===== src/signed_binary_to_decimal_ascii_core_macros.svh =====
// Assertion macros shared by the decimal text converter modules.
`ifndef SIGNED_BINARY_TO_DECIMAL_ASCII_CORE_MACROS_SVH
`define SIGNED_BINARY_TO_DECIMAL_ASCII_CORE_MACROS_SVH

// Same-cycle implication, sampled on clk, off while rst_n is low.
`define SBDA_ASSERT_NOW(lbl, ante, cons, msg) \
    lbl: assert property (@(posedge clk) disable iff (!rst_n) (ante) |-> (cons)) \
        else $error(msg);

// Next-cycle implication, sampled on clk, off while rst_n is low.
`define SBDA_ASSERT_NEXT(lbl, ante, cons, msg) \
    lbl: assert property (@(posedge clk) disable iff (!rst_n) (ante) |=> (cons)) \
        else $error(msg);

`endif


===== src/sbda_pkg.sv =====
// Shared constants and types of the signed binary to decimal ASCII converter.
package sbda_pkg;

    // Input word and BCD register geometry
    localparam int BIN_W     = 32;
    localparam int DIGIT_W   = 4;
    localparam int HW_DIGITS = 10;
    localparam int BCD_W     = HW_DIGITS * DIGIT_W;
    localparam int STEP_W    = $clog2(BIN_W);
    localparam int REM_W     = $clog2(HW_DIGITS + 1);

    // Default digit buffer capacity
    localparam int MAX_DIGITS_DEF = 10;

    // Character codes
    localparam int            CHAR_W     = 7;
    localparam logic [6:0]    CHAR_ZERO  = 7'd48;
    localparam logic [6:0]    CHAR_MINUS = 7'd45;

    // Converter to emitter handoff
    typedef struct packed {
        logic done;
        logic negative;
    } dab_res_t;

endpackage


===== src/sbda_dabble.sv =====
// Bit-serial shift-and-add-3 binary to BCD converter.
`include "signed_binary_to_decimal_ascii_core_macros.svh"
module sbda_dabble (
    input  logic                        clk,
    input  logic                        rst_n,
    input  logic                        start,
    input  logic                        negative,
    input  logic [sbda_pkg::BIN_W-1:0]  magnitude,
    output logic                        busy,
    output sbda_pkg::dab_res_t          res,
    output logic [sbda_pkg::BCD_W-1:0]  bcd
);
    import sbda_pkg::*;

    logic                busy_reg, busy_next;
    logic                done_reg, done_next;
    logic                neg_reg, neg_next;
    logic [STEP_W-1:0]   step_reg, step_next;
    logic [BIN_W-1:0]    bin_reg, bin_next;
    logic [BCD_W-1:0]    bcd_reg, bcd_next;
    logic [BCD_W-1:0]    bcd_adj;

    // Add 3 to every digit of 5 or more before the shift
    always_comb
    begin
        for (int i = 0; i < HW_DIGITS; i++)
        begin
            if (bcd_reg[i*DIGIT_W +: DIGIT_W] >= DIGIT_W'(5))
                bcd_adj[i*DIGIT_W +: DIGIT_W] = bcd_reg[i*DIGIT_W +: DIGIT_W] + DIGIT_W'(3);
            else
                bcd_adj[i*DIGIT_W +: DIGIT_W] = bcd_reg[i*DIGIT_W +: DIGIT_W];
        end
    end

    // Load, then shift one binary bit into the BCD register per cycle
    always_comb
    begin
        busy_next = busy_reg;
        done_next = 1'b0;
        neg_next  = neg_reg;
        step_next = step_reg;
        bin_next  = bin_reg;
        bcd_next  = bcd_reg;
        if (start)
        begin
            busy_next = 1'b1;
            neg_next  = negative;
            step_next = STEP_W'(BIN_W - 1);
            bin_next  = magnitude;
            bcd_next  = '0;
        end
        else if (busy_reg)
        begin
            bcd_next  = {bcd_adj[BCD_W-2:0], bin_reg[BIN_W-1]};
            bin_next  = {bin_reg[BIN_W-2:0], 1'b0};
            step_next = step_reg - STEP_W'(1);
            if (step_reg == '0)
            begin
                busy_next = 1'b0;
                done_next = 1'b1;
            end
        end
    end

    always_ff @(posedge clk or negedge rst_n)
    begin
        if (!rst_n)
        begin
            busy_reg <= 1'b0;
            done_reg <= 1'b0;
            neg_reg  <= 1'b0;
            step_reg <= '0;
            bin_reg  <= '0;
            bcd_reg  <= '0;
        end
        else
        begin
            busy_reg <= busy_next;
            done_reg <= done_next;
            neg_reg  <= neg_next;
            step_reg <= step_next;
            bin_reg  <= bin_next;
            bcd_reg  <= bcd_next;
        end
    end

    assign busy         = busy_reg;
    assign res.done     = done_reg;
    assign res.negative = neg_reg;
    assign bcd          = bcd_reg;

    `SBDA_ASSERT_NOW(a_no_restart, start, !busy_reg && !done_reg, "conversion restarted while busy")

endmodule


===== src/sbda_emit.sv =====
// Leading-zero skip and character emitter with registered output.
`include "signed_binary_to_decimal_ascii_core_macros.svh"
module sbda_emit #(
    parameter int MAX_DIGITS = sbda_pkg::MAX_DIGITS_DEF
) (
    input  logic                         clk,
    input  logic                         rst_n,
    input  sbda_pkg::dab_res_t           res,
    input  logic [sbda_pkg::BCD_W-1:0]   bcd,
    output logic                         busy,
    output logic [sbda_pkg::CHAR_W-1:0]  char_code,
    output logic                         last_char,
    output logic                         out_valid,
    input  logic                         out_ready
);
    import sbda_pkg::*;

    localparam int LIMIT = (MAX_DIGITS < HW_DIGITS) ? MAX_DIGITS : HW_DIGITS;

    typedef enum logic [1:0] {ST_IDLE, ST_SCAN, ST_SIGN, ST_EMIT} state_t;

    state_t              state_reg, state_next;
    logic [BCD_W-1:0]    digits_reg, digits_next;
    logic [REM_W-1:0]    remain_reg, remain_next;
    logic                neg_reg, neg_next;
    logic                seen_reg, seen_next;
    logic                out_valid_reg, out_valid_next;
    logic [CHAR_W-1:0]   char_reg, char_next;
    logic                last_reg, last_next;

    logic                slot_free;
    logic                run_end;
    logic [DIGIT_W-1:0]  top_digit;
    logic [BCD_W-1:0]    digits_shl;

    assign slot_free  = !out_valid_reg || out_ready;
    assign run_end    = (state_reg == ST_EMIT) && slot_free && (remain_reg == REM_W'(1));
    assign top_digit  = digits_reg[BCD_W-1 -: DIGIT_W];
    assign digits_shl = {digits_reg[BCD_W-DIGIT_W-1:0], {DIGIT_W{1'b0}}};

    // Sequencer: drop digits above the buffer, then leading zeros only when
    // nothing nonzero was dropped, then a '-' for a negative value, then emit
    always_comb
    begin
        state_next     = state_reg;
        digits_next    = digits_reg;
        remain_next    = remain_reg;
        neg_next       = neg_reg;
        seen_next      = seen_reg;
        out_valid_next = out_valid_reg && !out_ready;
        char_next      = char_reg;
        last_next      = last_reg;
        case (state_reg)
            ST_IDLE:
            begin
                if (res.done)
                begin
                    digits_next = bcd;
                    remain_next = REM_W'(HW_DIGITS);
                    neg_next    = res.negative;
                    seen_next   = 1'b0;
                    state_next  = ST_SCAN;
                end
            end
            ST_SCAN:
            begin
                if (remain_reg > REM_W'(LIMIT))
                begin
                    // digit above the buffer; a nonzero one keeps the zeros below it
                    digits_next = digits_shl;
                    remain_next = remain_reg - REM_W'(1);
                    if (top_digit != '0)
                        seen_next = 1'b1;
                end
                else if (!seen_reg && (top_digit == '0) && (remain_reg > REM_W'(1)))
                begin
                    digits_next = digits_shl;
                    remain_next = remain_reg - REM_W'(1);
                end
                else
                    state_next = ST_SIGN;
            end
            ST_SIGN:
            begin
                if (!neg_reg)
                    state_next = ST_EMIT;
                else if (slot_free)
                begin
                    out_valid_next = 1'b1;
                    char_next      = CHAR_MINUS;
                    last_next      = 1'b0;
                    state_next     = ST_EMIT;
                end
            end
            ST_EMIT:
            begin
                if (slot_free)
                begin
                    out_valid_next = 1'b1;
                    char_next      = CHAR_ZERO + CHAR_W'(top_digit);
                    last_next      = (remain_reg == REM_W'(1));
                    digits_next    = digits_shl;
                    remain_next    = remain_reg - REM_W'(1);
                    if (remain_reg == REM_W'(1))
                        state_next = ST_IDLE;
                end
            end
            default:
                state_next = ST_IDLE;
        endcase
    end

    always_ff @(posedge clk or negedge rst_n)
    begin
        if (!rst_n)
        begin
            state_reg     <= ST_IDLE;
            out_valid_reg <= 1'b0;
            digits_reg    <= '0;
            remain_reg    <= '0;
            neg_reg       <= 1'b0;
            seen_reg      <= 1'b0;
            char_reg      <= '0;
            last_reg      <= 1'b0;
        end
        else
        begin
            state_reg     <= state_next;
            out_valid_reg <= out_valid_next;
            digits_reg    <= digits_next;
            remain_reg    <= remain_next;
            neg_reg       <= neg_next;
            seen_reg      <= seen_next;
            char_reg      <= char_next;
            last_reg      <= last_next;
        end
    end

    assign busy      = (state_reg != ST_IDLE);
    assign char_code = char_reg;
    assign last_char = last_reg;
    assign out_valid = out_valid_reg;

    `SBDA_ASSERT_NOW(a_emit_has_digit, state_reg == ST_EMIT, remain_reg != '0, "emit with no digit left")
    `SBDA_ASSERT_NOW(a_start_idle, res.done, state_reg == ST_IDLE, "conversion result arrived while emitting")
    `SBDA_ASSERT_NEXT(a_last_ends_run, run_end, (state_reg == ST_IDLE) && out_valid_reg && last_reg, "final character did not end the run")

endmodule


===== src/signed_binary_to_decimal_ascii_core.sv =====
// Signed 32-bit integer to decimal ASCII text converter, top level.
//
// Each accepted signed_value yields its decimal text as a run of transactions on the output,
// most significant character first: '-' for a negative value, then the digits of the
// magnitude with no leading zeros ('0' alone for zero; the most negative value gives
// "-2147483648"). last_char marks the final character of each run. Only the MAX_DIGITS
// least significant digits are kept when the magnitude has more, and zeros at the head of
// the kept part are then sent. From one accepted input to the next come the accept cycle,
// the 32 steps of the bit-serial shift-and-add-3 converter, a handoff, the scan that drops
// unused high digits and leading zeros, the sign state that is passed for every value, and
// the digits sent one per cycle while out_ready is high; a character that waits on out_ready
// holds up the run. in_ready is high only while no item is in flight; the last character
// may still wait in the output register when the next item is taken.
`include "signed_binary_to_decimal_ascii_core_macros.svh"
module signed_binary_to_decimal_ascii_core #(
    parameter int MAX_DIGITS = sbda_pkg::MAX_DIGITS_DEF
) (
    input  logic                         clk,
    input  logic                         rst_n,
    input  logic                         in_valid,
    output logic                         in_ready,
    input  logic signed [sbda_pkg::BIN_W-1:0] signed_value,
    output logic                         out_valid,
    input  logic                         out_ready,
    output logic [sbda_pkg::CHAR_W-1:0]  char_code,
    output logic                         last_char
);
    import sbda_pkg::*;

    logic               accept;
    logic               negative;
    logic [BIN_W-1:0]   magnitude;
    logic               dab_busy;
    logic               emit_busy;
    dab_res_t           dab_res;
    logic [BCD_W-1:0]   bcd;

    // Take a new item only when nothing is in flight
    assign in_ready = !dab_busy && !dab_res.done && !emit_busy;
    assign accept   = in_valid && in_ready;

    // Magnitude as unsigned; the most negative value maps to 2^31
    assign negative  = signed_value[BIN_W-1];
    assign magnitude = negative ? (~BIN_W'(signed_value) + BIN_W'(1)) : BIN_W'(signed_value);

    sbda_dabble u_dabble (
        .clk       (clk),
        .rst_n     (rst_n),
        .start     (accept),
        .negative  (negative),
        .magnitude (magnitude),
        .busy      (dab_busy),
        .res       (dab_res),
        .bcd       (bcd)
    );

    sbda_emit #(
        .MAX_DIGITS (MAX_DIGITS)
    ) u_emit (
        .clk       (clk),
        .rst_n     (rst_n),
        .res       (dab_res),
        .bcd       (bcd),
        .busy      (emit_busy),
        .char_code (char_code),
        .last_char (last_char),
        .out_valid (out_valid),
        .out_ready (out_ready)
    );

endmodule


===== config.mk =====
export PLATFORM = sky130hd
export DESIGN_NAME = signed_binary_to_decimal_ascii_core
export DESIGN_NICKNAME = d
export VERILOG_FILES = /design/src/sbda_pkg.sv /design/src/sbda_dabble.sv /design/src/sbda_emit.sv /design/src/signed_binary_to_decimal_ascii_core.sv
export VERILOG_INCLUDE_DIRS = /design/src /design/src/src
export SDC_FILE = /design/constraint.sdc
export NUM_CORES = 1
export LEC_CHECK = 0
export ABC_AREA = 1
export ABC_CLOCK_PERIOD_IN_PS = 1730
export BUFFER_PORTS_ARGS = -buffer_cell sky130_fd_sc_hd__buf_4
export CORE_MARGIN = 4
export CORE_UTILIZATION = 35
export CTS_BUF_LIST = sky130_fd_sc_hd__clkbuf_16
export CTS_CLUSTER_SIZE = 40
export DETAILED_ROUTE_END_ITERATION = 7
export GPL_TIMING_DRIVEN = 1
export PLACE_DENSITY = 0.5
export SYNTH_ARGS = -nofsm -noshare
export SYNTH_HDL_FRONTEND = slang
export SYNTH_SLANG_ARGS = --single-unit

===== constraint.sdc =====
create_clock -name clk -period 1.73 [get_ports clk]
set_input_delay 0.0865 -clock clk [delete_from_list [all_inputs] [get_ports clk]]
set_output_delay 0.0865 -clock clk [all_outputs]
set_load 0.05 [all_outputs]

After elaboration in Yosys (flattened, before gate mapping)
Cells that the tools add are included.
{"block": "totals", "word_cells": 139, "in_bits": 36, "output_inout_bits": 10, "reg_bits": 137}
{"block": "classes", "add_sub_neg": 14, "order_cmp": 12, "reduce_logical": 27, "n_mux": 56, "eq_ne": 15, "bitwise": 1}
{"cell": "2-to-1 mux 40 bit", "n": 6}
{"cell": "one-hot mux 40 bit (3 select lines)", "n": 1}
{"cell": "2-to-1 mux 32 bit", "n": 3}
{"cell": "2-to-1 mux 4 bit", "n": 13}
{"cell": ">= comparator 4 x 3 -> 1 bit (second input constant)", "n": 10}
{"cell": "adder 4 x 2 -> 4 bit (second input constant)", "n": 9}
{"cell": "adder 32 x 2 -> 32 bit (second input constant)", "n": 1}
{"cell": "inverter 32 bit", "n": 1}
{"cell": "2-to-1 mux 7 bit", "n": 3}
{"cell": "2-to-1 mux 1 bit", "n": 14}
{"cell": "2-to-1 mux 2 bit", "n": 7}
{"cell": "one-hot mux 7 bit (2 select lines)", "n": 1}
{"cell": "one-hot mux 4 bit (3 select lines)", "n": 1}
{"cell": "AND reduction 4 bit", "n": 3}
{"cell": "2-to-1 mux 5 bit", "n": 2}
{"cell": "inequality test 2 x 1 -> 1 bit (second input constant)", "n": 5}
{"cell": "inequality test 2 bit (second input constant)", "n": 4}
{"cell": "one-hot mux 2 bit (4 select lines)", "n": 1}
{"cell": "nonzero test 2 bit", "n": 4}
{"cell": "adder 6 x 4 -> 7 bit (first input constant)", "n": 1}
{"cell": "logical AND 1 bit", "n": 6}
{"cell": "zero test 1 bit", "n": 6}
{"cell": "one-hot mux 1 bit (2 select lines)", "n": 3}
{"cell": "AND reduction 6 bit", "n": 1}
{"cell": "other kinds (18)", "n": 19}

Longest topological paths before layout
Gate-level depths: netlist of run 1.
{"block": "depth", "word_depth": 6, "depth_mapped": 12}

Cells and area by module
From an unflattened synthesis of run 1, not the netlist that was laid out.
{"block": "hier_totals", "cells_unflattened": 1177, "area_unflattened_um2": 8445.6}
{"mod": "sbda_dabble", "area_per_inst_um2": 4309.1, "seq_area_each_um2": 2001.9, "cells_each": 535, "n_inst": 1}
{"mod": "sbda_emit", "area_per_inst_um2": 3069.2, "seq_area_each_um2": 1401.3, "cells_each": 419, "n_inst": 1}
{"mod": "signed_binary_to_decimal_ascii_core", "area_per_inst_um2": 1067.3, "seq_area_each_um2": 0.0, "cells_each": 223, "n_inst": 1}

Worst setup path after synthesis of run 1
OpenSTA, ideal clock, no wires.
{"block": "synth_path", "path_type": "flip-flop to flip-flop", "from": "register u_emit.state_reg[0]", "to": "register u_dabble.bin_reg[16]", "arrival_time_ps": 1792, "synth_period_minus_slack_ps": 1921, "path_stages_with_launch": 12, "path_slack_ps": -191, "required_ps": 1601, "setup_ps": 129, "path_cell_list": "dfrtp_1 inv_1 ha_1 nand2_1 nor2_4 nand2_2 nand2_1 buf_4 inv_2 buf_4 nand2_1 nand3_1"}
{"block": "synth_via", "elab_chain_cells": 5, "elab_cells_between_ends": 6, "classes_between": "mux (1); reduce/logical (5)"}
{"element": "from (decl)", "line_no": "sbda_emit.sv:22", "rtl": "state_t state_reg, state_next;"}
{"element": "from (signal assigned)", "line_no": "sbda_emit.sv:128", "rtl": "state_reg <= state_next;"}
{"element": "nonzero test 2 bit (*)", "line_no": "sbda_emit.sv:139", "rtl": "assign busy = (state_reg != ST_IDLE);"}
{"element": "zero test 1 bit (*)", "line_no": "signed_binary_to_decimal_ascii_core.sv:39", "rtl": "assign in_ready = !dab_busy && !dab_res.done && !emit_busy;"}
{"element": "logical AND 1 bit (*)", "line_no": "signed_binary_to_decimal_ascii_core.sv:39"}
{"element": "named net in_ready", "line_no": "signed_binary_to_decimal_ascii_core.sv:21", "rtl": "output logic in_ready,"}
{"element": "logical AND 1 bit (*)", "line_no": "signed_binary_to_decimal_ascii_core.sv:40", "rtl": "assign accept = in_valid && in_ready;"}
{"element": "2-to-1 mux 32 bit or nonzero test 2 bit (tied branches)"}
{"element": "to (signal assigned)", "line_no": "sbda_dabble.sv:82", "rtl": "bin_reg <= bin_next;"}
{"element": "to (decl)", "line_no": "sbda_dabble.sv:19", "rtl": "logic [BIN_W-1:0] bin_reg, bin_next;"}
The timed path passes the listed nets; every way through them passes the cells marked *.
A chain may end at the register's enable or synchronous reset.

Worst setup path in the final report of run 1
{"block": "layout_path", "from": "register u_emit.state_reg[1]", "to": "output in_ready"}
{"block": "layout_via", "elab_chain_cells": 3}
{"element": "nonzero test 2 bit", "line_no": "sbda_emit.sv:139"}
{"element": "zero test 1 bit", "line_no": "signed_binary_to_decimal_ascii_core.sv:39"}
{"element": "logical AND 1 bit", "line_no": "signed_binary_to_decimal_ascii_core.sv:39"}
{"element": "to (decl)", "line_no": "signed_binary_to_decimal_ascii_core.sv:21"}
No other way between the ends.

==> impl_metrics.csv, run 1 <==
group,metric,value,unit
clocking,clock-sinks,136,
detailed_routing,avgViaCountPerCell,4.791,
clocking,cts_buffer_depth,2,
power_and_ir_drop,p_per_area,1875,nW/um^2
sta,clock_skew,0.006632,ns
global_routing,grt_usage,0.1535,
detailed_routing,firstDrtPassIters,4,
synthesis,synth_fp_nets,1103,
synthesis,yosys.area_share.simple,0.2634,
min_path,min_path_type,"in -> reg",
synthesis,synthesis.instances,1036,
finish,layout-drive-gt1-share,0.1346,
setup_path,crit_type,"reg -> out",
min_path,worstHoldStart,"signed_value[3]",
global_routing,grt_pass1_vias,6481,
clocking,cts_tree,"yes",
finish,regArea,3403,sq um
synthesis,synth_compound_area_frac,0.1440,
finish,finish.net_count,1161,
setup_path,endpoint,"in_ready",
sta,final-setup-viol-count,0,
floorplan,io_pins,46,
floorplan,rows,54,
detailed_routing,first_iter_violations,374,
synthesis,yosysWarnings,0,
clocking,cts_root_buffer,"clkbuf_16",
floorplan,dieHeight,157.4,um
setup_path,crit_path_end_kind,"output pin",
synthesis,ys_seq_area_frac,0.4358,
synthesis,ys_types,45,
sta,tns,0,ns
clocking,clk_latency,0.42,ns
power_and_ir_drop,ir_drop,0.0007838,V
detailed_routing,antenna_left,0,
detailed_routing,vias,6645,
synthesis,synthAdderAreaFrac,0.04967,
setup_path,startpoint_type,"register",
setup_path,crit_path_max_fanout,4,
sta,fin_crit,1.631,ns
global_routing,met3_usage,0.03272,
finish,multi_input_area,3886,sq um
global_routing,antenna_found_initial,0,
power_and_ir_drop,leakagePower,0.004546,uW
floorplan,dieWidth,157.4,um
placed_design,place_inst,1343,
detailed_routing,wl_per_cell,12.87,um
setup_path,startpoint,"u_emit.state_reg[1]$_DFFE_PN0P_",
synthesis,ys_seq_elements,136,
sta,tightestPinTransition,0.5036,ns
synthesis,synth-xor-area-share,0.02804,
job,maxCapViolCount,0,
sta,hold_viol,0,
floorplan,die_area,24760,sq um
finish,syn_to_final_growth,19.72,%
synthesis,synthArstFlopShare,1.000,
synthesis,synthMuxAreaShare,0,
detailed_routing,routed_wl,17.85,mm
clocking,htreeDepth,4,
floorplan,initial_core_util,0.3567,
placed_design,gp_congestion,0.7871,
clocking,clkTransAtPathRegs,0.06,ns
clocking,cts_buffers,17,
sta,fin_ws,0.09911,ns
sta,clock.fmax,0.6132,GHz
global_routing,grt_pass1_wl,31.33,mm
global_routing,grt_overflow,0,
placed_design,dp_slack,-0.05450,ns
setup_path,regToRegEndpoint,"u_dabble.bin_reg[31]$_DFFE_PN0P_",
synthesis,synth-edff-count,0,
synthesis,ys.flop_type,"dfrtp_1",
sta,relSlewSlack,0.6643,
placed_design,numPortBuffers,44,
synthesis,syn-cell-area,7809,sq um
setup_path,r2r_cells,10,
sta,slew_viol_final,0,
finish,antenna_cells,0,
synthesis,syn_avg_cell_area,7.537,sq um
setup_path,crit_required,1.64,ns
detailed_routing,remaining_drc_errors,0,
outcome,status,"complete, no violations",
global_routing,gr-usage-met2,0.2430,
synthesis,synth_top_family_by_area,"simple AND/OR/NAND/NOR gates",
placed_design,dpl.hpwl,12.61,mm
global_routing,grt.busiest_layer,"met2",
global_routing,grt_max_degree,58,
global_routing,grtUsageMet1,0.2123,
finish,fillers,2253,
sta,rsz0062_at_grt,"yes",
finish,fin_cells,1387,
sta,timing.final.crit_share,0.9427,
floorplan,core_area,21890,sq um
setup_path,r2r_slack,0.12,ns
setup_path,worstPathArrival,1.54,ns
setup_path,r2r_start,"u_emit.state_reg[1]$_DFFE_PN0P_",
-- layer usage --
| layer | share of wire | vias up |
|---|---|---|
| met3 | 0.028 | 15 |
| li1 | - | 3471 |
| met2 | 0.46 | 87 |
| met5 | 0 | - |
| met4 | 0.012 | 0 |
| met1 | 0.50 | 3072 |
-- metrics by stage --
step           total power, uW  cell area (sq um)  hold slack (ns)  utilization
2_1_floorplan            11990               7858          -0.2091            -
3_3_place_gp             14130               8617          0.07816       0.3936
3_5_place_dp             14180               8617          0.07975       0.3936
4_1_cts                  17630               9224         0.001874       0.4214
5_1_grt                  19420               9349          0.03398       0.4271
6_report                 17530               9349          0.02483       0.4271
-- placed cells by master, fill, tap and decap left out, types with 7 or more instances in the layout --
master,instances
buf_4,61
o22ai_1,11
o21ai_1,38
dlygate4sd3_1,7
nand3_1,58
o21ai_0,118
nand4_1,10
ha_1,28
nand2_1,315
clkbuf_16,17
xor2_1,21
dfrtp_1,136
o211ai_1,9
buf_12,10
inv_1,91
o32ai_1,9
nor2_1,80
a21oi_1,11
-- synthesized netlist by cell type, types with 11 or more instances --
cell type,n,area share
a21oi_1,11,0.0070
buf_2,19,0.012
clkbuf_1,13,0.0062
dfrtp_1,136,0.44
ha_1,31,0.050
inv_1,93,0.045
nand2_1,319,0.15
nand3_1,59,0.038
nor2_1,83,0.040
o21ai_0,124,0.079
o21ai_1,32,0.021
o22ai_1,11,0.0088
xor2_1,21,0.024
-- cell families after synthesis --
| family | Yosys count |
|---|---|
| AOI/OAI and AO/OA | 204 |
| DFF | 136 |
| xor gates and xnor gates | 25 |
| other | 1 |
| buffers and inverters | 142 |
| and+or+nand+nor | 497 |
| adders and majority gates | 31 |
-- worst min-delay path by stage --
stage,endpoint,slack [ns],cells past startpoint
finish,u_dabble.bin_reg[3]$_DFFE_PN0P_,0.02,5
detailed placement,u_dabble.bcd[22]$_DFFE_PN0P_,0.08,1
global placement,u_dabble.bcd[22]$_DFFE_PN0P_,0.08,1
CTS,u_dabble.bin_reg[16]$_DFFE_PN0P_,0.002,3
global route,u_dabble.bin_reg[25]$_DFFE_PN0P_,0.03,4
floorplan,u_dabble.bcd[0]$_DFFE_PN0P_,-0.21,0
-- critical path, stage by stage, from the launching register on --
cell and delay (ns):
dfrtp_1 0.42, inv_2 0.12, ha_4 0.15, nand2_4 0.06, nor2_4 0.15, buf_4 0.23
-- report_power, final --
group / total, uW / leakage [uW] / internal [uW] / switching [uW]
Clock: 3330 / 0.000259 / 1940 / 1380
Sequential: 5520 / 0.00169 / 4710 / 807
Combinational: 8690 / 0.00260 / 3310 / 5370
-- final cells by class --
type                       instances  share of cell area
clock inverter                    15             0.01218
tap                              280             0.03747
clock buffer                      17             0.04550
inverter                          99             0.04242
timing repair buffer              82             0.08271
multi-input combinational        758              0.4157
sequential                       136              0.3640
-- what timing repair did --
action | CTS | global route
setup buffers | 0 | 5
pin swaps | 0 | 7
setup endpoints to repair | 3 | 54
hold endpoints to repair | 56 | 1
gates resized for setup | 2 | 28
hold buffers | 6 | 1
Note: power is estimated with default switching activity, not from simulation.
==> run 2, diff against run 1 <==
- ABC_CLOCK_PERIOD_IN_PS: 1730 -> 1800
- PLACE_DENSITY: 0.5 -> 0.48
- clock period: 1.73 -> 1.8 ns (I/O delays scaled with it)
==> impl_metrics.csv, run 2 (synthesis results as in run 1) <==
group,metric,value,unit
finish,layout_commonest_cell,"nand2_1",
clocking,clock-sinks,136,
sta,hold_viol,0,
setup_path,startpoint_type,"register",
sta,clock.fmax,0.5896,GHz
outcome,status,"complete, no violations",
setup_path,crit_slowest_cell,"dfrtp_1",
setup_path,path_common_cell,"nand2_2",
clocking,clk_latency,0.42,ns
sta,fin_crit,1.696,ns
placed_design,dpl-instance-area,8549,sq um
min_path,worstHoldStart,"signed_value[23]",
detailed_routing,first_iter_violations,363,
finish,finish.net_count,1167,
floorplan,die_area,24760,sq um
finish,syn_to_final_growth,21.26,%
setup_path,worstPathArrival,2.04,ns
clocking,cts_buffers,17,
global_routing,grt_pass1_vias,6447,
floorplan,initial_core_util,0.3567,
finish,stdcell_area,9469,sq um
detailed_routing,antenna_left,0,
placed_design,numPortBuffers,44,
global_routing,antenna_found_initial,0,
power_and_ir_drop,p_per_area,1884,nW/um^2
setup_path,crit_type,"reg -> reg",
placed_design,dp_slack,-0.06762,ns
power_and_ir_drop,leakagePower,0.004666,uW
clocking,htreeDepth,4,
placed_design,dpl.hpwl,12.67,mm
finish,layout-drive-gt1-share,0.1348,
detailed_routing,vias,6723,
detailed_routing,firstDrtPassIters,5,
sta,rsz0062_at_grt,"yes",
finish,postLayoutCoreUtil,0.4326,
floorplan,dieHeight,157.4,um
clocking,cts_tree,"yes",
clocking,clkTransAtPathRegs,0.06,ns
global_routing,grt_pass1_wl,31.46,mm
setup_path,crit_path_max_fanout,9,
sta,clock_skew,0.006527,ns
setup_path,critPathMaxStageDelay,0.38,ns
setup_path,crit_path_end_kind,"register",
finish,fillers,2253,
floorplan,io_pins,46,
detailed_routing,remaining_drc_errors,0,
floorplan,core_area,21890,sq um
finish,antenna_cells,0,
min_path,min_path_type,"in -> reg",
global_routing,grt_max_degree,71,
floorplan,rows,54,
clocking,cts_buffer_depth,2,
sta,fin_hold_ws,0.03396,ns
setup_path,startpoint,"u_emit.state_reg[1]$_DFFE_PN0P_",
clocking,cts_root_buffer,"clkbuf_16",
sta,slew_viol_final,0,
global_routing,grt_overflow,0,
finish,mostFrequentLayoutCells,"315 x nand2_1, 136 x dfrtp_1, 119 x o21ai_0, 95 x inv_1, 81 x nor2_1",
job,maxCapViolCount,0,
setup_path,r2r_start,"u_emit.state_reg[1]$_DFFE_PN0P_",
detailed_routing,wl_per_cell,13.84,um
sta,timing.final.crit_share,0.9422,
floorplan,dieWidth,157.4,um
detailed_routing,routed_wl,19.29,mm
sta,fin_ws,0.1040,ns
setup_path,crit_required,2.15,ns
placed_design,gp_congestion,0.8171,
power_and_ir_drop,ir_drop,0.0007024,V
global_routing,grt_usage,0.1553,
sta,final-setup-viol-count,0,
detailed_routing,avgViaCountPerCell,4.826,
setup_path,crit_chain,"inv_2, ha_4, nand2_2, nor2_4, nand2_4, inv_6, nand2_2, nor3_4, nand3b_1, a21oi_2",
==> run 2: cell type report <==
cell class	instances	area [sq um]	area share
multi-input cells	758	3880	0.4098
flip-flops and latches	136	3403	0.3594
clock buffers	17	425.4	0.04493
clock inverters	15	193.9	0.02048
well taps	280	350.3	0.03700
inverters	99	386.6	0.04083
repair buffers	88	829.5	0.08761
==> run 2: path summary, 6_finish.rpt <==
path	end	slack [ns]	cells past startpoint
min in group asynchronous	u_dabble.bcd[24]$_DFFE_PN0P_	0.16	2
setup reg to reg	u_dabble.bin_reg[31]$_DFFE_PN0P_	0.10	10
setup / recovery	u_dabble.bin_reg[31]$_DFFE_PN0P_	0.10	10
hold / removal	u_dabble.bin_reg[23]$_DFFE_PN0P_	0.03	5
hold reg to reg	u_emit.char_code[5]$_DFFE_PN0P_	0.47	1
max in group asynchronous	u_emit.digits_reg[10]$_DFFE_PN0P_	0.97	3
==> run 2: through the flow <==
stage,total power (uW),setup TNS [ns],cells
after CTS,17270,0,1384
after global routing,19590,-0.1006,1393
after detailed placement,13440,-0.07029,1344
final,17840,0,1393
after floorplan,11480,0,1036
after global placement,13400,-0.03723,1344
==> run 2: worst max-delay path, delay by kind of cell (launching register included) <==
family                     cells  cell delay, ns
AOI/OAI and AO/OA              1            0.15
and+or+nand+nor                6            0.74
DFF                            1            0.38
adders and majority gates      1            0.14
buffers and inverters          2            0.21
==> run 2: metal layers <==
metal / part of all wire / global-route usage / vias to the layer above
li1: - / - / 3485
met1: 0.50 / 0.2147 / 3120
met2: 0.46 / 0.2499 / 94
met3: 0.030 / 0.02337 / 24
met4: 0.018 / 0.05244 / 0
met5: 0 / 0 / -
==> run 2: report_power, final <==
part	internal, uW	leakage [uW]	switching [uW]
clock network	2410	0.000318	1270
logic	3380	0.00266	5470
registers	4530	0.00169	775
==> run 2: what timing repair did <==
item / in CTS / in global routing
buffers inserted: 0 / 4
hold buffers: 8 / 1
pin swaps: 0 / 4
hold endpoints to repair: 123 / 1
gates resized for setup: 3 / 25
cloned: 0 / 4
endpoints found under the setup margin: 2 / 63
